File: src/rtl/dmvm_pkg.sv
// Shared types and constants for the dequantizing matrix-vector MAC.
// No dependencies; used by every module of the block.
`timescale 1ns / 1ps

package dmvm_pkg;

  // Operation codes of the input channel
  typedef enum logic {
    OP_LOAD   = 1'b0,
    OP_WEIGHT = 1'b1
  } op_t;

  // Configuration register indexes
  localparam int CFG_IDX_W = 3;
  localparam logic [CFG_IDX_W-1:0] REG_WEIGHT_MODE  = 3'd0;
  localparam logic [CFG_IDX_W-1:0] REG_ROW_LENGTH   = 3'd1;
  localparam logic [CFG_IDX_W-1:0] REG_ROW_COUNT    = 3'd2;
  localparam logic [CFG_IDX_W-1:0] REG_WEIGHT_BASE  = 3'd3;
  localparam logic [CFG_IDX_W-1:0] REG_WEIGHT_SCALE = 3'd4;

  localparam int CFG_DATA_W = 16;
  localparam int LEN_REG_W  = 11;
  localparam int VEC_IDX_W  = 10;
  localparam int DATA_W     = 16;
  localparam int PROD_W     = 32;
  localparam int ACC_W      = 48;
  localparam int ROW_NUM_W  = 10;

  // Dequantization settings seen by the datapath
  typedef struct packed {
    logic               mode;
    logic signed [15:0] base;
    logic [15:0]        scale;
  } dq_cfg_t;

  // Per-weight bookkeeping that travels with the item down the pipeline
  typedef struct packed {
    logic                 eor;      // last weight of its row
    logic                 last;     // row is the final one of the pass
    logic [ROW_NUM_W-1:0] row_num;
  } row_tag_t;

endpackage

File: src/rtl/dmvm_mac.sv
// Dequantize, multiply and saturating accumulate pipeline with output register.
// Uses dmvm_pkg types; dmvm_vec_store gives vector data in the cycle after issue.
`timescale 1ns / 1ps

module dmvm_mac (
  input  logic                                  clk,
  input  logic                                  rst,
  input  logic                                  issue,
  input  logic signed [dmvm_pkg::DATA_W-1:0]    weight_value,
  input  dmvm_pkg::row_tag_t                    tag,
  input  dmvm_pkg::dq_cfg_t                     cfg,
  input  logic signed [dmvm_pkg::DATA_W-1:0]    rd_data,
  input  logic                                  out_ready,
  output logic                                  out_valid,
  output logic signed [dmvm_pkg::ACC_W-1:0]     row_sum,
  output logic [dmvm_pkg::ROW_NUM_W-1:0]        row_number,
  output logic                                  last_row,
  output logic                                  saturated,
  output logic                                  stall
);

  // stage 1: scale * code
  logic                               s1_valid;
  logic                               s1_mode;
  logic signed [dmvm_pkg::DATA_W-1:0] s1_raw;
  logic [23:0]                        s1_sprod;
  dmvm_pkg::row_tag_t                 s1_tag;
  // stage 2: weight and vector entry
  logic                               s2_valid;
  logic signed [dmvm_pkg::DATA_W-1:0] s2_w;
  logic signed [dmvm_pkg::DATA_W-1:0] s2_x;
  logic                               s2_sat;
  dmvm_pkg::row_tag_t                 s2_tag;
  // stage 3: product
  logic                               s3_valid;
  logic signed [dmvm_pkg::PROD_W-1:0] s3_prod;
  logic                               s3_sat;
  dmvm_pkg::row_tag_t                 s3_tag;
  // accumulator
  logic signed [dmvm_pkg::ACC_W-1:0]  acc;
  logic                               sat_seen;

  logic signed [25:0]                 t_dq;
  logic signed [21:0]                 w_wide;
  logic                               w_hi;
  logic                               w_lo;
  logic signed [dmvm_pkg::DATA_W-1:0] w_dq;
  logic signed [dmvm_pkg::ACC_W:0]    sum;
  logic signed [dmvm_pkg::ACC_W-1:0]  acc_next;
  logic                               acc_ovf;
  logic                               emit;

  assign stall = s3_valid && s3_tag.eor && out_valid && !out_ready;
  assign emit  = s3_valid && s3_tag.eor && !stall;

  // Dequant: floor((base*16 + scale*code + 8) / 16), clamped to Q8.8
  always_comb begin
    t_dq   = {{6{cfg.base[15]}}, cfg.base, 4'b0000} + $signed({2'b00, s1_sprod}) + 26'sd8;
    w_wide = t_dq[25:4];
    w_hi   = !w_wide[21] && (|w_wide[20:15]);
    w_lo   = w_wide[21] && !(&w_wide[20:15]);
    if (w_hi) begin
      w_dq = 16'sh7FFF;
    end else if (w_lo) begin
      w_dq = -16'sh8000;
    end else begin
      w_dq = w_wide[15:0];
    end
  end

  always_comb begin
    sum     = {acc[dmvm_pkg::ACC_W-1], acc}
            + {{(dmvm_pkg::ACC_W + 1 - dmvm_pkg::PROD_W){s3_prod[dmvm_pkg::PROD_W-1]}}, s3_prod};
    acc_ovf = sum[dmvm_pkg::ACC_W] != sum[dmvm_pkg::ACC_W-1];
    if (acc_ovf) begin
      acc_next = sum[dmvm_pkg::ACC_W] ? {1'b1, {(dmvm_pkg::ACC_W-1){1'b0}}}
                                      : {1'b0, {(dmvm_pkg::ACC_W-1){1'b1}}};
    end else begin
      acc_next = sum[dmvm_pkg::ACC_W-1:0];
    end
  end

  always_ff @(posedge clk) begin
    if (rst) begin
      s1_valid <= 1'b0;
      s2_valid <= 1'b0;
      s3_valid <= 1'b0;
    end else if (!stall) begin
      s1_valid <= issue;
      s2_valid <= s1_valid;
      s3_valid <= s2_valid;
    end
  end

  always_ff @(posedge clk) begin
    if (!stall) begin
      s1_mode  <= cfg.mode;
      s1_raw   <= weight_value;
      s1_sprod <= cfg.scale * weight_value[7:0];
      s1_tag   <= tag;
      s2_w     <= s1_mode ? w_dq : s1_raw;
      s2_x     <= rd_data;
      s2_sat   <= s1_mode && (w_hi || w_lo);
      s2_tag   <= s1_tag;
      s3_prod  <= s2_w * s2_x;
      s3_sat   <= s2_sat;
      s3_tag   <= s2_tag;
    end
  end

  always_ff @(posedge clk) begin
    if (rst) begin
      acc      <= '0;
      sat_seen <= 1'b0;
    end else if (s3_valid && !stall) begin
      if (s3_tag.eor) begin
        acc      <= '0;
        sat_seen <= 1'b0;
      end else begin
        acc      <= acc_next;
        sat_seen <= sat_seen || acc_ovf || s3_sat;
      end
    end
  end

  always_ff @(posedge clk) begin
    if (rst) begin
      out_valid <= 1'b0;
    end else if (emit) begin
      out_valid <= 1'b1;
    end else if (out_ready) begin
      out_valid <= 1'b0;
    end
  end

  always_ff @(posedge clk) begin
    if (emit) begin
      row_sum    <= acc_next;
      row_number <= s3_tag.row_num;
      last_row   <= s3_tag.last;
      saturated  <= sat_seen || acc_ovf || s3_sat;
    end
  end

`ifndef SYNTHESIS
  a_emit_clears: assert property (@(posedge clk) disable iff (rst)
    emit |=> out_valid && (acc == '0) && !sat_seen)
    else $error("accumulator not cleared after row result");

  a_stall_holds_acc: assert property (@(posedge clk) disable iff (rst)
    stall |=> $stable(acc) && s3_valid)
    else $error("accumulator moved while pipeline stalled");

  a_stall_needs_row_end: assert property (@(posedge clk) disable iff (rst)
    stall |-> s3_tag.eor && out_valid)
    else $error("stall without a pending row result");
`endif

endmodule

File: config.mk
export PLATFORM = sky130hd
export DESIGN_NAME = dmvm_mac
export DESIGN_NICKNAME = d
export VERILOG_FILES = /design/src/rtl/dmvm_pkg.sv /design/src/rtl/dmvm_mac.sv
export SDC_FILE = /design/constraint.sdc
export NUM_CORES = 1
export LEC_CHECK = 0
export ABC_CLOCK_PERIOD_IN_PS = 17100
export BUFFER_PORTS_ARGS = -buffer_cell sky130_fd_sc_hd__buf_2
export CORE_UTILIZATION = 65
export CTS_BUF_LIST = sky130_fd_sc_hd__clkbuf_4 sky130_fd_sc_hd__clkbuf_8 sky130_fd_sc_hd__clkbuf_16
export DETAILED_ROUTE_END_ITERATION = 8
export PLACE_DENSITY = 0.89
export SLEW_MARGIN = 40
export SYNTH_ARGS = -nofsm -noshare
export SYNTH_HDL_FRONTEND = slang
export SYNTH_SLANG_ARGS = --single-unit
File: constraint.sdc
create_clock -name clk -period 17.1 [get_ports clk]
set_clock_uncertainty 0.1 [all_clocks]
set_input_delay 1.71 -clock clk [delete_from_list [all_inputs] [get_ports clk]]
set_output_delay 1.71 -clock clk [all_outputs]
set_load 0.02 [all_outputs]
# Yosys cells after proc, flatten, opt, wreduce, memory -nomap -nowiden
# Index checks and enable logic that the tools add are counted.
dict set report totals {
  out_inout_bits 62
  reg_bits 256
  in_bits 81
  wordCells 60
}
dict set report op_classes {
  n_addsub 3
  eq_ne 1
  n_reduce_logical 18
  multipliers 2
  n_mux 9
}
# op n
set ops {}
lappend ops {{2-to-1 mux 48 bit} 3}
lappend ops {{adder 48 x 32 -> 49 bit} 1}
lappend ops {{2-to-1 mux 16 bit} 3}
lappend ops {{multiplier 16 x 16 -> 32 bit} 1}
lappend ops {{adder 20 x 25 -> 26 bit} 1}
lappend ops {{adder 26 x 4 -> 26 bit (second input constant)} 1}
lappend ops {{multiplier 16 x 8 -> 24 bit} 1}
lappend ops {{logical AND 1 bit} 8}
lappend ops {{AND reduction 6 bit} 1}
lappend ops {{OR reduction 6 bit} 1}
lappend ops {{logical NOT 1 bit} 4}
lappend ops {{logical OR 1 bit} 3}
lappend ops {{2-to-1 mux 1 bit} 3}
lappend ops {{nonzero test 2 bit} 1}
lappend ops {{inequality test 1 bit} 1}

# Depth between registers and ports, before layout
# Gate-level depths: netlist (run 1).
dict set report logic_depth {
  ltp_word 8
  depth_mapped 25
  mapped_depth_nobuf 24
}

# Worst setup path before layout (run 1)
# No wires, ideal clock.
dict set report synth_path {
  path_kind {input -> output}
  startpoint {input port out_ready}
  endpoint {output port stall}
  stages 3
  setup_slack_ns 8.824
  required_time_ns 15.290
  path_buffers 0
  t_arrival_ns 6.466
  cell_sequence {nor2b_1 -> nand3_1 -> inv_1}
}
dict set report synth_via {
  elab_chain_cells 2
}
# item line_no
set synth_lines {}
lappend synth_lines {{start, declared} dmvm_mac.sv:13} ;# input logic out_ready,
lappend synth_lines {{logical NOT 1 bit} dmvm_mac.sv:53} ;# assign stall = s3_valid && s3_tag.eor && out_valid && !out_ready;
lappend synth_lines {{logical AND 1 bit} dmvm_mac.sv:53}
lappend synth_lines {{end, declared} dmvm_mac.sv:19} ;# output logic stall
# Every way passes these cells.

# Worst setup path after layout (run 1)
dict set report layout_path {
  startpoint {register s2_x[4] (netlist name)}
  endpoint {register s3_prod[31] (netlist name) (data pin)}
}
dict set report layout_via {
  elab_chain_cells 1
}
# item line_no
set layout_lines {}
lappend layout_lines {{start, declared} dmvm_mac.sv:31} ;# logic signed [dmvm_pkg::DATA_W-1:0] s2_x;
lappend layout_lines {{start signal, assigned} dmvm_mac.sv:102} ;# s2_x <= rd_data;
lappend layout_lines {{multiplier 16 x 16 -> 32 bit} dmvm_mac.sv:105} ;# s3_prod <= s2_w * s2_x;
lappend layout_lines {{end signal, assigned} dmvm_mac.sv:105}
lappend layout_lines {{end, declared} dmvm_mac.sv:36} ;# logic signed [dmvm_pkg::PROD_W-1:0] s3_prod;
# Every way passes these cells.
# A chain may end at the register's enable or synchronous reset.

==> flow_summary.ini, run 1 <==
[run_status]
outcome = complete, no violations

[detailed_routing]
antenna_left = 0
drt-total-wl_um = 58400
wl_per_cell_um = 18.2
drc = 0
drt_iter0_drc = 1293
vias = 19000
firstDrtPassIters = 5
vias_per_cell = 5.93

[clock_network]
clock_sinks = 253
cts_root_buf = clkbuf_16
cts_buffers = 27
clk_latency_ns = 0.57
postCtsHoldBufs = 0
path_clk_slew_ns = 0.08
cts_max_level = 1
post_cts_resized = 0
cts_tree = built
cts_buffer_depth = 3
post_cts_buffers = 0

[final_layout]
layout-drive-gt1-share_pct = 8.64
area_growth_pct = 7.63
layout_common_cells = inv_1 (405), fa_1 (348), nand2_1 (296)
fin_nets = 3286
final_common_cell = inv_1

[global_route]
antenna_found_initial = 3
grt_max_degree = 83
grt_pass1_wl_um = 98900
overflow = 0
grt_pass1_vias = 20300
grt_usage_pct = 30.1

[synthesis]
synth_area_leaders = fa_1 (27%), edfxtp_1 (23%), ha_1 (9.3%), inv_1 (5.9%), and2_1 (4.5%)
yosysSeqAreaShare_pct = 27.2
yosysTopAreaCell = fa_1
synth-seq-cells = 253
syn_avg_cell_area_um2 = 10.1
synth_flop_cell = edfxtp_1
synth_cell_type_count = 85
synth-async-reset-ratio_pct = 0
syn-num-nets = 3197
syn-instance-count = 2575
syn_area_um2 = 25900
synth-edff-count = 200
synth_top_area_share_pct = 26.9
synth-warning-count = 0

[die]
pin_count = 143
fp.coreArea_um2 = 39000
die_h_um = 202
rows = 72
die_area_um2 = 40700
die_x_um = 202
start_util_pct = 66.5

[worst_setup_path]
endpoint_kind = flip-flop
worstPathRequired_ns = 17.31
r2r-start = s2_x[4]$_DFFE_PN_
critPathKind = reg -> reg
worstReg2RegEnd = s3_prod[31]$_DFFE_PN_
path_max_fanout = 16
rr_worst_depth = 21
critPathLaunchType = flip-flop
regToRegSetupSlack_ns = 9.98
critPathArrivalTime_ns = 7.33

[timing]
slew_headroom_pct = 48.6
setup_viol = 0
tns_ns = 0
worst_slew_pin_slew_ns = 0.767
min_period_ns = 7.12
finalCritPeriodShare_pct = 41.7
hold_viol = 0
grt_setup_unrepaired = false
fmax_mhz = 140
drv_slew = 0

[hold_path]
holdCritStartpoint = s3_tag[5]$_DFFE_PN_
worstHoldPathCells = 0
min_path_type = reg -> reg
min_to = row_number[5]$_DFFE_PP_

[place]
gp_congestion = 0.918
place_hpwl_um = 45700
place.port_buffers = 142

[flow_run]
drv_cap = 0
worst max path at each step:
stage | start | endpoint | depth (start not counted)
final | s2_x[4]$_DFFE_PN_ | s3_prod[31]$_DFFE_PN_ | 21
after global routing | s2_x[4]$_DFFE_PN_ | s3_prod[31]$_DFFE_PN_ | 21
after CTS | s2_x[4]$_DFFE_PN_ | s3_prod[31]$_DFFE_PN_ | 21
after detailed placement | s2_x[4]$_DFFE_PN_ | s3_prod[31]$_DFFE_PN_ | 21
after global placement | s2_x[4]$_DFFE_PN_ | s3_prod[31]$_DFFE_PN_ | 21
after floorplan | out_ready | stall | 3
cells in the mapped netlist (all sizes together), types with 54 or more instances:
library cell  count
xnor2            72
and2            186
o21ai           105
a21o             54
ha              193
edfxtp          200
nand2           296
a21oi           115
nor2             96
clkbuf           73
fa              348
inv             405
through the flow:
| step | area [um^2] | util [%] | instances | hold slack, ns | setup slack (ns) |
|---|---|---|---|---|---|
| after floorplan | 25900 | - | 2575 | 0.300 | 8.82 |
| final | 27900 | 71.6 | 3203 | 0.319 | 9.98 |
| after detailed placement | 27000 | 69.2 | 3152 | 0.306 | 10.06 |
| after global placement | 27000 | 69.2 | 3152 | 0.301 | 10.20 |
| after global routing | 27900 | 71.6 | 3202 | 0.324 | 9.58 |
| after CTS | 27900 | 71.5 | 3201 | 0.322 | 10.02 |
flip-flops by register name, indices dropped and copies added (netlist names), 10 cells and up:
name	count
s3_prod	32
s2_w	16
row_sum	48
s1_raw	16
row_number	10
s1_tag	12
acc	48
s2_x	16
s1_sprod	21
s2_tag	12
s3_tag	12
kinds of logic (layout without fill, tap and decap cells):
family                   after synthesis  in the layout  share of synthesized area [%]
AND/OR/NAND/NOR                      733            733                           13.8
multiplexers                           4              4                          0.174
XOR/XNOR                             109            109                           3.71
other                                  0              1                              0
adder cells (fa/ha/maj)              541            541                           36.2
AO/OA/AOI/OAI                        440            440                           11.5
flip-flops                           253            253                           27.2
buffers and inverters                495            604                           7.35
worst max-delay path, cell delays in order (launching register included):
cell and delay [ns]:
edfxtp_1 0.70, nand2_1 0.21, inv_1 0.17, fa_1 0.51, fa_1 0.84, fa_1 0.53, fa_1 0.52, fa_1 0.56
inv_1 0.06, fa_1 0.53, inv_1 0.04, ha_1 0.37, a21o_1 0.21, a21o_1 0.18, a21oi_1 0.17, nand2_1 0.08
a21oi_1 0.17, nor3_1 0.10, a2111o_1 0.41, a21o_1 0.16, a21oi_1 0.17, xnor2_1 0.08
per-layer routing:
metal  vias up  GRT usage (%)  wire [um]
met2       757           54.4      30000
met1      9364           36.1      22200
met4         4           12.9       2530
li1       8675              -          -
met3       192           3.92       3640
met5         -              0         26
area by class of cell:
class                      count  area, um^2
sequential                   253        7070
antenna                        1        2.50
inverter                     406        1520
clock inverter                15         140
fill                        2726       11100
tap                          518         648
timing repair buffer         149         774
clock buffer                  34         734
multi-input combinational   1827       17000
Power of run 1 is not shown: default switching activity piles up to over one toggle a cycle in this logic, so the estimate is an artifact.
==> run 2: changes to the inputs <==
Settings changed: ABC_CLOCK_PERIOD_IN_PS 17100 to 7200, CORE_UTILIZATION 65 to 64, PLACE_DENSITY 0.89 to 0.88.
Clock period 17.1 ns to 7.2 ns, I/O delays scaled along.
==> run 2 against run 1 <==
Critical path depth rose by 1. Hold slack got worse by 0.11 ns. Final area rose by 1.2%. Wire length fell by 0.96%. Non-clock buffer count rose by 35. Critical path type unchanged.
==> flow_summary.ini, run 2 (same netlist as run 1, synthesis figures left out) <==
[run_status]
outcome = complete, no violations

[flow_run]
drv_cap = 0

[final_layout]
area_growth_pct = 8.91
biggestRegsByFlops = acc (48), row_sum (48), s3_prod (32)
final_common_cell = inv_1
final_area_um2 = 28200
layout_common_cells = inv_1 (405), fa_1 (348), nand2_1 (296)
fillers = 2851
fin_nets = 3322
layout-drive-gt1-share_pct = 9.96
antenna_cells = 0

[detailed_routing]
drt_iter0_drc = 1269
firstDrtPassIters = 6
wl_per_cell_um = 17.8
drt-total-wl_um = 57900
vias_per_cell = 5.86
antenna_left = 0
drc = 0
vias = 19000

[clock_network]
cts_root_buf = clkbuf_16
path_clk_slew_ns = 0.06
cts_max_level = 1
cts_tree = built
cts_buffers = 28
post_cts_resized = 0
cts_buffer_depth = 3
clk_latency_ns = 0.59
clock_sinks = 253

[place]
place_area_um2 = 27100
place_hpwl_um = 45100
place.port_buffers = 142
gp_congestion = 0.916

[global_route]
grt_usage_pct = 28.8
grt_max_degree = 83
overflow = 0
grt_pass1_wl_um = 95800
antenna_found_initial = 6
grt_pass1_vias = 20100

[die]
die_area_um2 = 41300
start_util_pct = 65.1
pin_count = 143
rows = 73
fp.coreArea_um2 = 39800
die_x_um = 203
die_h_um = 203

[worst_setup_path]
critPathLaunchType = flip-flop
rr_worst_depth = 22
critPathArrivalTime_ns = 7.09
path_max_fanout = 16
critPathKind = reg -> reg
endpoint_kind = flip-flop
worstPathRequired_ns = 7.43

[timing]
worst_slew_pin_slew_ns = 0.848
drv_slew = 0
min_period_ns = 6.86
setup_viol = 0
finalCritPeriodShare_pct = 95.3
hold_viol = 0
fmax_mhz = 146
slew_headroom_pct = 43.5

[hold_path]
worstHoldPathCells = 1
min_path_type = in -> reg
==> run 2: through the flow <==
step | setup WS (ns) | TNS, ns | utilization, % | instances | hold WS [ns]
global route | -0.000465 | -0.000465 | 70.9 | 3247 | 0.206
CTS | 0.368 | 0 | 70.3 | 3216 | 0.195
floorplan | 0.626 | 0 | - | 2575 | 0.300
finish | 0.339 | 0 | 70.9 | 3247 | 0.213
detailed placement | 0.367 | 0 | 67.9 | 3164 | 0.305
global placement | 0.548 | 0 | 67.9 | 3164 | 0.301
==> run 2: timing repair <==
action | in CTS | in global routing
hold buffers | 0 | 0
endpoints found under the setup margin | 0 | 1
setup buffers | 0 | 31
==> run 2: area by class of cell <==
cell class | count | area (um^2) | area share (%)
multi-input cells | 1827 | 17000 | 60.2
flip-flops and latches | 253 | 7070 | 25.0
well taps | 525 | 657 | 2.33
clock buffers | 32 | 743 | 2.63
inverters | 406 | 1520 | 5.39
clock inverters | 20 | 198 | 0.700
repair buffers | 184 | 1050 | 3.70
==> run 2: critical path, cell delays in order, from the launching register on <==
cell and delay [ns]:
edfxtp_1 0.67, and2_1 0.30, fa_1 0.54, inv_1 0.06, fa_1 0.54, inv_1 0.06, fa_1 0.53, fa_1 0.45
fa_1 0.50, inv_1 0.05, fa_1 0.35, inv_1 0.07, ha_1 0.28, a21o_1 0.21, a21oi_1 0.24, nor3b_1 0.26
o211ai_1 0.24, a21oi_1 0.25, nor3_1 0.11, a2111o_1 0.41, a21o_1 0.16, a21oi_1 0.16, xnor2_1 0.08
==> run 2: metal layers <==
metal | vias up | global-route usage [%] | wire length, um
li1 | 8745 | - | -
met1 | 9396 | 33.8 | 21900
met2 | 703 | 53.2 | 30200
met3 | 185 | 3.71 | 3460
met4 | 8 | 11.4 | 2270
met5 | - | 0 | 44
==> run 2: path summary, 6_finish.rpt <==
check	startpoint	end	slack (ns)
hold reg to reg	s2_tag[11]$_DFFE_PN_	s3_tag[11]$_DFFE_PN_	0.32
setup reg to reg	s2_x[10]$_DFFE_PN_	s3_prod[31]$_DFFE_PN_	0.34
hold / removal	tag[10]	s1_tag[10]$_DFFE_PN_	0.21
setup / recovery	s2_x[10]$_DFFE_PN_	s3_prod[31]$_DFFE_PN_	0.34
Power of run 2 is left out for the same reason.
==> run 3: changes to the inputs <==
Settings changed: ABC_CLOCK_PERIOD_IN_PS 7200 to 5900, CORE_UTILIZATION 64 to 58, PLACE_DENSITY 0.88 to 0.84, SLEW_MARGIN 40 to 5.
Clock period 7.2 ns to 5.9 ns, I/O delays scaled along.
==> run 3 against run 2 <==
The flow now finishes with violations (negative setup slack). Sequential share of layout area decreased by 1.5 points. Final area increased by 6.3%. Critical path depth unchanged. Core utilization decreased by 2.9 points. First-iteration DRC count increased by 0.47%. Worst setup slack got worse by 0.86 ns. Highest routed layer unchanged. Die area increased by 10%. Critical endpoint unchanged.
==> flow_summary.ini, run 3 (same netlist as run 1, synthesis figures left out) <==
[timing]
worst_slack_ns = -0.519
worst_slew_pin_slew_ns = 1.07
tns_ns = -2.51
slew_headroom_pct = 28.7
finalCritPeriodShare_pct = 109
grt_setup_unrepaired = true
hold_viol = 0
setup_viol = 12
timing.hold.ws_ns = 0.102
min_period_ns = 6.42
drv_slew = 0
fmax_mhz = 156

[die]
rows = 77
pin_count = 143
die_area_um2 = 45600
die_x_um = 213
fp.coreArea_um2 = 44100
die_h_um = 213
start_util_pct = 58.8

[final_layout]
biggestRegsByFlops = acc (48), row_sum (48), s3_prod (32)
final_common_cell = inv_1
fillers = 3215
area_growth_pct = 15.7
fin_nets = 3477
layoutNonFillerInstCount = 3471
layout-drive-gt1-share_pct = 18.2
layout_common_cells = inv_1 (390), fa_1 (328), nand2_1 (283)

[worst_setup_path]
cp_common_cell = fa_1
critPathKind = reg -> reg
critPathArrivalTime_ns = 6.62
worstPathRequired_ns = 6.10
cp_slowest_cell = fa_1
worstPathCellList = buf_4, and2_1, fa_1, inv_1, fa_1, fa_1, inv_1, ha_4, fa_1, fa_1, ha_4, a21o_1, buf_4, o2111a_2, nor3b_4, o211ai_1, a21oi_2, nor3_2, a2111o_1, a21o_1, a21oi_2, xnor2_1
critPathLaunchType = flip-flop
path_max_fanout = 6
cp_top_family = adder cells
path_buf_inv = 4
endpoint_kind = flip-flop
critPathMaxStageDelay_ns = 0.56

[place]
place_hpwl_um = 46900
place.port_buffers = 142
dp.cells = 3355
gp_congestion = 0.925

[clock_network]
cts_buffer_depth = 3
cts_tree = built
cts_buffers = 27
clk_latency_ns = 0.56
postCtsHoldBufs = 0
cts_root_buf = clkbuf_16
path_clk_slew_ns = 0.06
cts_max_level = 1
clock_sinks = 253

[global_route]
grt_pass1_vias = 20800
grt_usage_pct = 27.2
antenna_found_initial = 8
grt_max_degree = 83
overflow = 0
grt_pass1_wl_um = 99500

[detailed_routing]
drt_iter0_drc = 1275
vias_per_cell = 5.63
wl_per_cell_um = 17.4
drt-total-wl_um = 60400
firstDrtPassIters = 6
drc = 0
vias = 19500
antenna_left = 0

[run_status]
violations = negative setup slack
outcome = finished with violations

[hold_path]
min_path_type = in -> reg

[flow_run]
drv_cap = 0
run 3: cell count changes in the layout (fill, tap and decap cells not counted), moves of 13 or more:
cell / change
buf_6: +27
fa_2: +20
nand2_1: -13
inv_1: -15
inv_2: +15
fa_1: -20
buf_4: +125
run 3: final cells by class:
type / instances / area (um^2) / share of cell area [%]
Timing Repair Buffer: 340 / 2320 / 7.74
Inverter: 406 / 1520 / 5.08
Multi-Input combinational cell: 1827 / 17400 / 57.9
Sequential cell: 253 / 7070 / 23.5
Clock buffer: 31 / 764 / 2.55
Clock inverter: 19 / 220 / 0.734
Antenna cell: 3 / 7.51 / 0.0250
Tap cell: 592 / 741 / 2.47
run 3: path summary, 6_finish.rpt:
path	from	end	slack, ns	cells past startpoint
max	s2_w[6]$_DFFE_PN_	s3_prod[31]$_DFFE_PN_	-0.52	22
max reg2reg	s2_w[6]$_DFFE_PN_	s3_prod[31]$_DFFE_PN_	-0.52	22
min reg2reg	s1_tag[2]$_DFFE_PN_	s2_tag[2]$_DFFE_PN_	0.32	0
min	rd_data[8]	s2_x[8]$_DFFE_PN_	0.10	1
run 3: repair_timing:
item | CTS | global route
resized for setup | 71 | 54
pin swaps | 56 | 43
cloned | 0 | 0
buffers inserted | 52 | 15
endpoints found under the setup margin | 13 | 15
run 3: layer usage:
metal | GRT usage (%) | vias to the layer above | routed length (um) | part of all wire (%)
li1 | - | 9067 | - | -
met1 | 31.7 | 9612 | 23200 | 38
met2 | 50.9 | 673 | 31700 | 52
met3 | 3.24 | 187 | 3100 | 5.1
met4 | 10.3 | 10 | 2360 | 3.9
met5 | 0 | - | 41 | 0.068
run 3: metrics by stage:
step           instance area (um^2)  utilization [%]  setup slack [ns]
3_5_place_dp                  28100             63.7            -0.492
5_1_grt                       30000             68.0            -0.691
3_3_place_gp                  28100             63.7            -0.309
4_1_cts                       29700             67.4            -0.346
6_report                      30000             68.0            -0.519
2_1_floorplan                 26000                -            -0.156
Power of run 3 is left out for the same reason.
